--- src/hdl/assert_macros.svh ---
// assertion macros shared by the sine/cosine pipeline
// define NO_ASSERTIONS to compile them out
`ifndef ASSERT_MACROS_SVH
`define ASSERT_MACROS_SVH

`ifndef NO_ASSERTIONS

// clocked property, switched off while reset is active
`define SCP_ASSERT(lbl, clk, rst_n, prop, msg) \
	lbl: assert property (@(posedge clk) disable iff (!rst_n) prop) else $error(msg);

// clocked property, checked during reset as well
`define SCP_ASSERT_ALWAYS(lbl, clk, prop, msg) \
	lbl: assert property (@(posedge clk) prop) else $error(msg);

`else

`define SCP_ASSERT(lbl, clk, rst_n, prop, msg)
`define SCP_ASSERT_ALWAYS(lbl, clk, prop, msg)

`endif

`endif

--- src/hdl/scp_pkg.sv ---
// ----------------------------------------------------------------------------
// scp_pkg
// Types, fixed-point constants and helpers of the sine/cosine pipeline.
// ----------------------------------------------------------------------------
package scp_pkg;

	// port field widths
	localparam int ANGLE_W = 32;
	localparam int VALUE_W = 16;

	// internal signed Q4.28 format
	localparam int QF     = 28;
	localparam int QW     = 32;
	localparam int PW     = 2 * QW;

	localparam logic signed [QW-1:0] Q_ONE  = QW'(64'sd1 <<< QF);
	localparam logic signed [PW-1:0] Q_HALF = PW'(64'sd1 <<< (QF - 1));

	// 1/pi as unsigned Q0.32, below 2^31
	localparam logic [30:0] INV_PI_Q32 = 31'd1367130551;

	// range reduction offsets, 1.0 for sine and 1.5 for cosine, modulo 2
	localparam logic [QF:0] OFS_SIN = (QF + 1)'(1) << QF;
	localparam logic [QF:0] OFS_COS = (QF + 1)'(3) << (QF - 1);

	// selector codes
	localparam logic ACT_SIN = 1'b0;
	localparam logic ACT_COS = 1'b1;

	// add terms of the multiply stages: Horner chain, then two tail products
	localparam int HORNER_N = 7;
	localparam logic signed [QW-1:0] HORNER_C [0:HORNER_N-1] = '{
		32'sd103599,
		-32'sd1841518,
		32'sd20182927,
		-32'sd140669883,
		32'sd543882302,
		-32'sd843314854,
		32'sd0
	};

	// reduced value and its square travelling beside the products
	typedef struct packed {
		logic signed [QW-1:0] x;
		logic signed [QW-1:0] x2;
	} scp_side_t;

	// full product back to Q.28, rounded half up
	function automatic logic signed [QW-1:0] q_round(input logic signed [PW-1:0] p);
		logic signed [PW-1:0] s;
		s = p + Q_HALF;
		return s[QF+QW-1:QF];
	endfunction

endpackage

--- src/hdl/scp_reduce.sv ---
// ----------------------------------------------------------------------------
// scp_reduce
// Two stages: angle times 1/pi, then floored modulo 2 into [-1,1) and x*x.
// ----------------------------------------------------------------------------
`include "assert_macros.svh"

module scp_reduce #(
	parameter int ANGLE_FRAC_BITS = 16
) (
	input  logic                               clk,
	input  logic                               arst_n,
	input  logic                               valid_in,
	output logic                               ready_in,
	input  logic                               action,
	input  logic signed [scp_pkg::ANGLE_W-1:0] angle,
	output logic                               valid_out,
	input  logic                               ready_out,
	output logic signed [scp_pkg::QW-1:0]      x,
	output logic signed [scp_pkg::PW-1:0]      x2p
);
	import scp_pkg::*;

	// low bit of the Q.28 window inside the scaled product
	localparam int LO = ANGLE_FRAC_BITS + 32 - QF;

	logic                   v_s1;
	logic                   act_s1;
	logic signed [PW-1:0]   prod_s1;
	logic                   v_s2;
	logic signed [QW-1:0]   x_s2;
	logic signed [PW-1:0]   x2p_s2;
	logic                   rdy_s1;
	logic                   rdy_s2;
	logic signed [PW-1:0]   prod_d;
	logic [QF:0]            t_d;
	logic [QF:0]            x29_d;
	logic signed [QW-1:0]   x_d;

	// stall chain: a stage moves when it is empty or its successor takes
	assign rdy_s2   = !v_s2 || ready_out;
	assign rdy_s1   = !v_s1 || rdy_s2;
	assign ready_in = rdy_s1;

	// stage 1: scale by 1/pi
	assign prod_d = $signed(angle) * $signed({1'b0, INV_PI_Q32});

	always_ff @(posedge clk or negedge arst_n) begin
		if (!arst_n) begin
			v_s1 <= 1'b0;
		end else if (rdy_s1) begin
			v_s1 <= valid_in;
		end
	end

	always_ff @(posedge clk) begin
		if (rdy_s1 && valid_in) begin
			prod_s1 <= prod_d;
			act_s1  <= action;
		end
	end

	// stage 2: add offset, keep 29 bits, recentre, then square
	always_comb begin
		t_d   = prod_s1[LO+QF:LO] + ((act_s1 == ACT_COS) ? OFS_COS : OFS_SIN);
		x29_d = {~t_d[QF], t_d[QF-1:0]};
		x_d   = {{(QW-QF-1){x29_d[QF]}}, x29_d};
	end

	always_ff @(posedge clk or negedge arst_n) begin
		if (!arst_n) begin
			v_s2 <= 1'b0;
		end else if (rdy_s2) begin
			v_s2 <= v_s1;
		end
	end

	always_ff @(posedge clk) begin
		if (rdy_s2 && v_s1) begin
			x_s2   <= x_d;
			x2p_s2 <= x_d * x_d;
		end
	end

	assign valid_out = v_s2;
	assign x         = x_s2;
	assign x2p       = x2p_s2;

	`SCP_ASSERT(a_x_range, clk, arst_n, v_s2 |-> (x_s2 >= -Q_ONE) && (x_s2 < Q_ONE), "reduced value outside [-1,1)")
	`SCP_ASSERT(a_sq_sign, clk, arst_n, v_s2 |-> !x2p_s2[PW-1], "square came out negative")
	`SCP_ASSERT(a_take_in, clk, arst_n, (valid_in && rdy_s1) |=> v_s1, "accepted beat lost at stage 1")

endmodule

--- config.mk ---
export PLATFORM = sky130hd
export DESIGN_NAME = scp_reduce
export DESIGN_NICKNAME = d
export VERILOG_FILES = /design/src/hdl/scp_pkg.sv /design/src/hdl/scp_reduce.sv
export VERILOG_INCLUDE_DIRS = /design/src /design/src/hdl
export SDC_FILE = /design/constraint.sdc
export NUM_CORES = 2
export LEC_CHECK = 0
export BUFFER_PORTS_ARGS = -buffer_cell sky130_fd_sc_hd__buf_2
export CORE_MARGIN = 1.5
export CORE_UTILIZATION = 59
export DETAILED_ROUTE_END_ITERATION = 10
export PLACE_DENSITY = 0.76
export SLEW_MARGIN = 10
export SYNTH_ARGS = -nofsm -noshare
export SYNTH_HDL_FRONTEND = slang
export SYNTH_SLANG_ARGS = --single-unit
--- constraint.sdc ---
create_clock -name clk -period 11.3 [get_ports clk]
set_clock_uncertainty 0.2 [all_clocks]
set_input_delay 1.13 -clock clk [delete_from_list [all_inputs] [get_ports clk]]
set_output_delay 1.13 -clock clk [all_outputs]
set_load 0.05 [all_outputs]
==> impl_metrics.yaml <==
yosys:
  synth_cell_types: 79
  ys.flop_type: "edfxtp_1"
  synth_area_leaders: "fa_1 53%, inv_1 14%, ha_1 12%"
  synth-simple-area-share: 0.0655
  synth_warnings: 0
  postSynthCellCount: 4700
  synth_xor_area_frac: 0.0220
  synth_edf_count: 115
  synth_nets: 6430
  synth_top_family_by_area: "adder cells"
  syn_area_mm2: 0.0470
  synth_compound_area_frac: 0.0388
  postSynthAreaPerCell_um2: 10.0
  ys_ff_latch: 117
  netlist_top_cells_count: "1726 x inv_1, 1251 x fa_1, 442 x ha_1"
  synth_fa_ha_area_frac: 0.650
  netlist.top_cell.by_area: "fa_1"
  ys_seq_area_frac: 0.0745
  synth_most_common_cell: "inv_1"
  yosysTopAreaCellShare: 0.533
  synthMuxAreaShare: 0.00130
  async_flop_share: 0.0171
route:
  drc: 0
  vias_per_cell: 5.24
  wl_mm: 112
  drt_iter0_drc: 2125
  wire_per_inst_um: 19.2
  drt_pre_antenna_iters: 8
  antenna_left: 0
  vias: 30635
placed_design:
  dp_hpwl_mm: 94.6
  numPortBuffers: 133
  routabilityCongestion: 1.00
  pre_cts_ws_ps: 1570
grt:
  grt_pass1_vias: 35146
  overflow: 0
  grt_pass1_wl_mm: 184
  antenna_found_initial: 3
  grt_usage: 0.298
  grt_max_degree: 49
cts:
  hold_buffers: 0
  clock_insertion_delay_worst_skew_ps: 500
  cts_buffers: 17
  cts_sinks: 117
  post_cts_buffers: 0
  cts_tree: "done"
  cts_htree_levels: 4
  clockRootBuffer: "clkbuf_16"
  clk_pin_slew_ps: 60
  clk_path_buf_depth: 2
  cts_resized: 0
layout:
  multiInputGateArea_mm2: 0.0366
  fillers: 6409
  seq_area_mm2: 0.00350
  syn2layout_area_growth_pct: 5.06
  fin_nets: 6514
  drive_gt1_frac: 0.0477
floorplan:
  ios: 135
  fp.coreArea_mm2: 0.0789
  die_y_um: 285
  fp-row-count: 103
  start_util: 0.596
  die-area_mm2: 0.0814
  die_w_um: 285
job:
  maxCapViolations: 0
timing:
  fmax_mhz: 101
  hold_viol: 0
  finalSetupViolCount: 0
  min_period_ps: 9920
  worst_pin_slew_ps: 1140
  slew_headroom: 0.226
  worst_slack_ps: 1380
  rsz0062_at_grt: "false"
  min_period_over_period: 0.878
  tns_ps: 0
  drv_slew: 0
worst_setup_path:
  cp_max_fo: 37
  crit_path_start_kind: "flip-flop"
  crit_top_cell: "fa_1"
  critPathRequiredTime_ps: 11320
  arrival_ps: 9940
  crit_path_end_kind: "flip-flop"
  cp_slowest_stage_delay_ps: 1040
  critPathKind: "reg2reg"
  slowest_stage: "fa_1"
outcome:
  status: "complete, no violations"
min_path:
  hp-class: "in2async"
## through the flow
step	area [µm²]	util	cells	hold slack (ps)
detailed placement	48800	0.619	5815	248
global placement	48800	0.619	5815	233
finish	49400	0.626	5848	205
CTS	49400	0.626	5847	181
global route	49400	0.626	5848	197
floorplan	47000	-	4700	224
## sequential cells by signal, indices dropped and copies added (netlist names)
register	count
valid_out	1
v_s1	1
prod_s1	29
x	29
act_s1	1
x2p	56
## worst max-delay path: cells and delay by family, from the launching register on
kind | cells | cell delay [ps]
AOI/OAI and AO/OA | 7 | 1020
and+or+nand+nor | 3 | 730
buffers and inverters | 10 | 1570
adders and majority gates | 10 | 5560
DFF | 1 | 390
xor gates and xnor gates | 1 | 150
## kinds of logic after synthesis
kind of cell | after synthesis
other cells | 1
simple gates | 659
flops | 117
xor+xnor | 118
fa+ha+maj | 1693
mux | 6
buf+inv | 1837
compound gates | 269
## layout make-up
cell class              instances  area share
diodes                          1   0.0000507
clock buffers                  18     0.00869
clock inverters                14     0.00253
inverters                    1733       0.132
multi-input cells            2746       0.741
flip-flops and latches        117      0.0709
well taps                    1050      0.0266
repair buffers                169      0.0189
## placed cells by master (no fill, tap or decap), types with 33 or more instances in the layout
master,count
buf_4,36
fa_1,1251
a21o_1,35
nand2_1,295
o21ai_0,36
inv_1,1726
xnor2_1,84
nor2_1,118
and2_1,136
a21oi_1,88
xor2_1,33
buf_2,133
edfxtp_1,115
ha_1,442
## path summary, 6_finish.rpt
check / start / endpoint / slack [ps] / depth (start not counted)
setup / recovery: act_s1 / x2p[62] / 1380 / 31
hold / removal: arst_n / valid_out / 210 / 1
setup reg to reg: act_s1 / x2p[62] / 1380 / 31
hold reg to reg: prod_s1[33] / x[13] / 270 / 0
max in group asynchronous: arst_n / v_s1 / 10600 / 1
min in group clk: prod_s1[33] / x[13] / 270 / 0
## metal layers
layer	vias up	routed length (µm)	GRT usage
li1	13542	-	-
met1	15600	44100	0.385
met2	1214	53800	0.492
met3	277	9460	0.0631
met4	2	4950	0.121
met5	-	15	0
Power is left out: the tool's default activity adds up to more than one toggle a clock period on the data nets, which glitch-free logic cannot reach.
