===== src/hdl/assert_macros.svh =====
// assertion macros shared by the sine/cosine pipeline
// define NO_ASSERTIONS to compile them out
`ifndef ASSERT_MACROS_SVH
`define ASSERT_MACROS_SVH

`ifndef NO_ASSERTIONS

// clocked property, switched off while reset is active
`define SCP_ASSERT(lbl, clk, rst_n, prop, msg) \
	lbl: assert property (@(posedge clk) disable iff (!rst_n) prop) else $error(msg);

// clocked property, checked during reset as well
`define SCP_ASSERT_ALWAYS(lbl, clk, prop, msg) \
	lbl: assert property (@(posedge clk) prop) else $error(msg);

`else

`define SCP_ASSERT(lbl, clk, rst_n, prop, msg)
`define SCP_ASSERT_ALWAYS(lbl, clk, prop, msg)

`endif

`endif


===== src/hdl/scp_pkg.sv =====
// ----------------------------------------------------------------------------
// scp_pkg
// Types, fixed-point constants and helpers of the sine/cosine pipeline.
// ----------------------------------------------------------------------------
package scp_pkg;

	// port field widths
	localparam int ANGLE_W = 32;
	localparam int VALUE_W = 16;

	// internal signed Q4.28 format
	localparam int QF     = 28;
	localparam int QW     = 32;
	localparam int PW     = 2 * QW;

	localparam logic signed [QW-1:0] Q_ONE  = QW'(64'sd1 <<< QF);
	localparam logic signed [PW-1:0] Q_HALF = PW'(64'sd1 <<< (QF - 1));

	// 1/pi as unsigned Q0.32, below 2^31
	localparam logic [30:0] INV_PI_Q32 = 31'd1367130551;

	// range reduction offsets, 1.0 for sine and 1.5 for cosine, modulo 2
	localparam logic [QF:0] OFS_SIN = (QF + 1)'(1) << QF;
	localparam logic [QF:0] OFS_COS = (QF + 1)'(3) << (QF - 1);

	// selector codes
	localparam logic ACT_SIN = 1'b0;
	localparam logic ACT_COS = 1'b1;

	// add terms of the multiply stages: Horner chain, then two tail products
	localparam int HORNER_N = 7;
	localparam logic signed [QW-1:0] HORNER_C [0:HORNER_N-1] = '{
		32'sd103599,
		-32'sd1841518,
		32'sd20182927,
		-32'sd140669883,
		32'sd543882302,
		-32'sd843314854,
		32'sd0
	};

	// reduced value and its square travelling beside the products
	typedef struct packed {
		logic signed [QW-1:0] x;
		logic signed [QW-1:0] x2;
	} scp_side_t;

	// full product back to Q.28, rounded half up
	function automatic logic signed [QW-1:0] q_round(input logic signed [PW-1:0] p);
		logic signed [PW-1:0] s;
		s = p + Q_HALF;
		return s[QF+QW-1:QF];
	endfunction

endpackage


===== src/hdl/scp_mac_stage.sv =====
// ----------------------------------------------------------------------------
// scp_mac_stage
// One pipeline stage: round the incoming product to Q.28, add a constant and
// multiply by an operand; the side data travels along.
// ----------------------------------------------------------------------------
`include "assert_macros.svh"

module scp_mac_stage #(
	parameter logic signed [31:0] COEF = 32'sd0
) (
	input  logic                          clk,
	input  logic                          arst_n,
	input  logic                          valid_in,
	output logic                          ready_in,
	input  logic signed [scp_pkg::PW-1:0] p_in,
	input  logic signed [scp_pkg::QW-1:0] opnd,
	input  scp_pkg::scp_side_t            side_in,
	output logic                          valid_out,
	input  logic                          ready_out,
	output logic signed [scp_pkg::PW-1:0] p_out,
	output scp_pkg::scp_side_t            side_out
);
	import scp_pkg::*;

	logic                 v_q;
	logic signed [PW-1:0] p_q;
	scp_side_t            side_q;
	logic signed [QW-1:0] h_d;
	logic                 adv;

	assign adv      = !v_q || ready_out;
	assign ready_in = adv;

	// round, add the stage constant
	assign h_d = q_round(p_in) + COEF;

	always_ff @(posedge clk or negedge arst_n) begin
		if (!arst_n) begin
			v_q <= 1'b0;
		end else if (adv) begin
			v_q <= valid_in;
		end
	end

	// product register
	always_ff @(posedge clk) begin
		if (adv && valid_in) begin
			p_q    <= h_d * opnd;
			side_q <= side_in;
		end
	end

	assign valid_out = v_q;
	assign p_out     = p_q;
	assign side_out  = side_q;

	`SCP_ASSERT(a_take, clk, arst_n, (valid_in && adv) |=> v_q, "accepted beat dropped")
	`SCP_ASSERT(a_hold, clk, arst_n, (v_q && !ready_out) |=> v_q && $stable(p_q) && $stable(side_q), "stalled stage changed")
	`SCP_ASSERT(a_back, clk, arst_n, (v_q && !ready_out) |-> !ready_in, "full stalled stage takes a beat")

endmodule


===== config.mk =====
export PLATFORM = sky130hd
export DESIGN_NAME = scp_mac_stage
export DESIGN_NICKNAME = d
export VERILOG_FILES = /design/src/hdl/scp_pkg.sv /design/src/hdl/scp_mac_stage.sv
export VERILOG_INCLUDE_DIRS = /design/src /design/src/hdl
export SDC_FILE = /design/constraint.sdc
export NUM_CORES = 2
export LEC_CHECK = 0
export BUFFER_PORTS_ARGS = -buffer_cell sky130_fd_sc_hd__buf_2
export CORE_MARGIN = 1.5
export CORE_UTILIZATION = 30
export CTS_CLUSTER_DIAMETER = 40
export DETAILED_ROUTE_END_ITERATION = 10
export PLACE_DENSITY = 0.5
export REMOVE_ABC_BUFFERS = 1
export SLEW_MARGIN = 10
export SYNTH_ARGS = -nofsm -noshare
export SYNTH_HDL_FRONTEND = slang
export SYNTH_SLANG_ARGS = --single-unit

===== constraint.sdc =====
create_clock -name clk -period 6.4 [get_ports clk]
set_input_delay 1.28 -clock clk [delete_from_list [all_inputs] [get_ports clk]]
set_output_delay 1.28 -clock clk [all_outputs]
set_load 0.01 [all_outputs]

==> impl_metrics.ini <==
[place]
numPortBuffers = 262
place_area_um2 = 48900
gp_congestion = 0.871
hpwl_mm = 104
pre_cts_ws_ns = -3.86

[routing]
wire_per_inst_um = 18.1
via_per_inst = 4.45
drc = 0
num_vias = 29804
final_antenna_net_count = 0
wirelength_mm = 121
initialDrtViolationCount = 1241
drtPass1Iterations = 5

[clock_network]
postCtsHoldBufs = 0
cts.sinks = 129
htreeDepth = 4
numCtsBuffers = 17
clk_pin_slew_ns = 0.08
cts_tree = built
clkLatencyLatePin_ns = 0.45
cts_buffer_depth = 2
cts_root_buf = clkbuf_16

[sta]
slew_headroom_pct = 41.7
max_freq_mhz = 108
period_share_pct = 145
slew_violations = 0
setup_slack_ns = -2.85
hold_violations = 0
worstMarginPinSlew_ns = 0.875
fin_worst_skew_ns = 0.00957
finalCriticalPeriod_ns = 9.25
rsz0062_at_grt = true
setup_viol = 56

[synth]
yosysSeqAreaShare_pct = 9.43
yosys_most_used_dff = edfxtp_1
synth_simple_gate_area_share_pct = 15.3
synthCells = 4160
synth_xor_xnor_area_share_pct = 2.18
synth_edf_count = 128
yosys.area_share.adder_pct = 58.5
synth_compound_area_share_pct = 3.28
netlist_area_um2 = 41000
async_flop_share_pct = 0.775
ys_ff_latch = 129
yosysWarnings = 0
synthMuxAreaShare_pct = 0
synth_top_family_by_area = adder cells
synth_cell_types = 68
syn_avg_cell_area_um2 = 9.86

[critical_path]
crit_fanout = 5
worstReg2RegEnd = p_out[14]$_DFFE_PP_
cp_slowest_cell = fa_1
r2r-start = valid_out$_DFFE_PN0N_
arrival_ns = 9.46
required_ns = 6.61
cp_slowest_stage_delay_ns = 0.56
crit_top_cell = fa_1
end_kind = register
r2r_slack_ns = 4.32
reg2reg_depth = 3
start_kind = input port
criticalPathCategory = input port to register

[final_layout]
syn_to_final_growth_pct = 28.7
fin_util_pct = 38.9
drive_gt1_share_pct = 26.3
fin_area_um2 = 52800
fillers = 13498
nNetsFinal = 6324
final_cell_mix = 1,034 x fa_1, 1,000 x inv_1, 538 x and2_1, 500 x buf_4, 486 x nand2_1
layout_commonest_cell = fa_1

[die]
io_pins = 294
core_um2 = 136000
start_util_pct = 30.2
dieArea_um2 = 139000
die_y_um = 373
fp.dieW_um = 373
num_rows = 135

[global_route]
gr-total-overflow = 0
grt_pass1_vias = 33281
grtUsageTotal_pct = 17.8
antenna_found_initial = 7
grt_first_pass_wirelength_mm = 190
grt_max_degree = 80

[status]
failed_checks = negative setup slack
outcome = finished with violations

[hold_path]
worstHoldPathType = input port to asynchronous set/reset pin

[flow_run]
max_cap_viol_count = 0
-- flip-flops by register name, summed over array words and instances (netlist names) --
name,cells
p_out,64
side_out,64
valid_out,1
-- critical path: cells and delay by family --
| kind | cells | cell delay (ns) |
|---|---|---|
| AOI/OAI and AO/OA | 7 | 1.59 |
| xor gates and xnor gates | 2 | 0.35 |
| adders and majority gates | 9 | 4.29 |
| buffers and inverters | 8 | 1.00 |
| and+or+nand+nor | 7 | 0.92 |
-- cell type report --
class | instances | area (um2) | area share (%)
clock buffer | 17 | 425 | 0.806
inverter | 1024 | 3850 | 7.29
tap | 1781 | 2230 | 4.22
timing repair buffer | 919 | 7680 | 14.6
clock inverter | 15 | 160 | 0.303
sequential | 129 | 3870 | 7.33
antenna | 5 | 12.5 | 0.0237
multi-input combinational | 2802 | 34600 | 65.5
-- metal layers --
| metal | track usage [%] | share of wire (%) |
|---|---|---|
| met5 | 0 | 0 |
| met4 | 3.97 | 2.2 |
| met3 | 1.54 | 2.9 |
| met2 | 31.5 | 52 |
| met1 | 23.4 | 43 |
-- synth_stat cells, types with 2 or more instances --
library cell  count  area share [%]
fa_1           1083              53
inv_1          1023             9.4
and2_1          560             8.5
nand2_1         505             4.6
clkbuf_1        193             1.8
ha_1            184             5.6
edfxtp_1        128             9.4
nor2_1           70            0.64
xnor2_1          67             1.4
a21oi_1          59            0.72
xor2_1           33            0.70
nand3_1          30            0.37
o21ai_0          30            0.37
a21o_1           25            0.46
and3_1           13            0.20
buf_2            12            0.15
nor3_1           12            0.15
nand4_1          10            0.15
o21a_1            9            0.16
nor2b_1           8            0.12
or2_2             8            0.12
a31oi_1           7            0.11
nand2b_1          7            0.11
o211ai_1          7            0.13
o21bai_1          7            0.13
a211oi_1          6            0.11
a211o_1           4           0.085
nor4_1            4           0.061
a21oi_2           3           0.064
and4_1            3           0.064
o21ai_2           3           0.064
o31ai_1           3           0.055
a32oi_1           2           0.043
clkbuf_2          2           0.024
nor2_2            2           0.031
nor3b_1           2           0.037
o211a_1           2           0.049
o21ai_1           2           0.024
o311ai_1          2           0.043
or3_1             2           0.031
-- how the worst max path moves through the flow --
stage	start	end	slack, ns	depth (start not counted)
floorplan	p_in[30]	p_out[59]$_DFFE_PP_	-4.49	28
global placement	p_in[30]	p_out[63]$_DFFE_PP_	-3.80	31
detailed placement	p_in[30]	p_out[63]$_DFFE_PP_	-3.86	30
CTS	p_in[29]	p_out[62]$_DFFE_PP_	-2.84	35
global route	p_in[29]	p_out[62]$_DFFE_PP_	-3.12	34
finish	p_in[29]	p_out[59]$_DFFE_PP_	-2.85	33
-- cells by family after synthesis --
logic type,Yosys count
adder cells (fa/ha/maj),1267
XOR/XNOR,101
AND/OR/NAND/NOR,1239
buffers and inverters,1231
AO/OA/AOI/OAI,193
flip-flops,129
-- repair_timing --
item,4_1_cts,5_1_grt
pin swaps,189,73
buffers inserted,79,30
gates resized for setup,350,112
cloned,7,1
endpoints found under the setup margin,56,56
-- through the flow --
stage	std cells	setup TNS, ns	hold slack, ns
5_1_grt	6689	-137.73	0.559
2_1_floorplan	3953	-166.79	0.622
3_5_place_dp	6548	-169.94	0.600
6_report	6692	-124.82	0.586
4_1_cts	6657	-119.93	0.556
3_3_place_gp	6548	-169.72	0.583
Power is not shown: default switching activity piles up to over one toggle a cycle in this logic, so the estimate is an artifact.
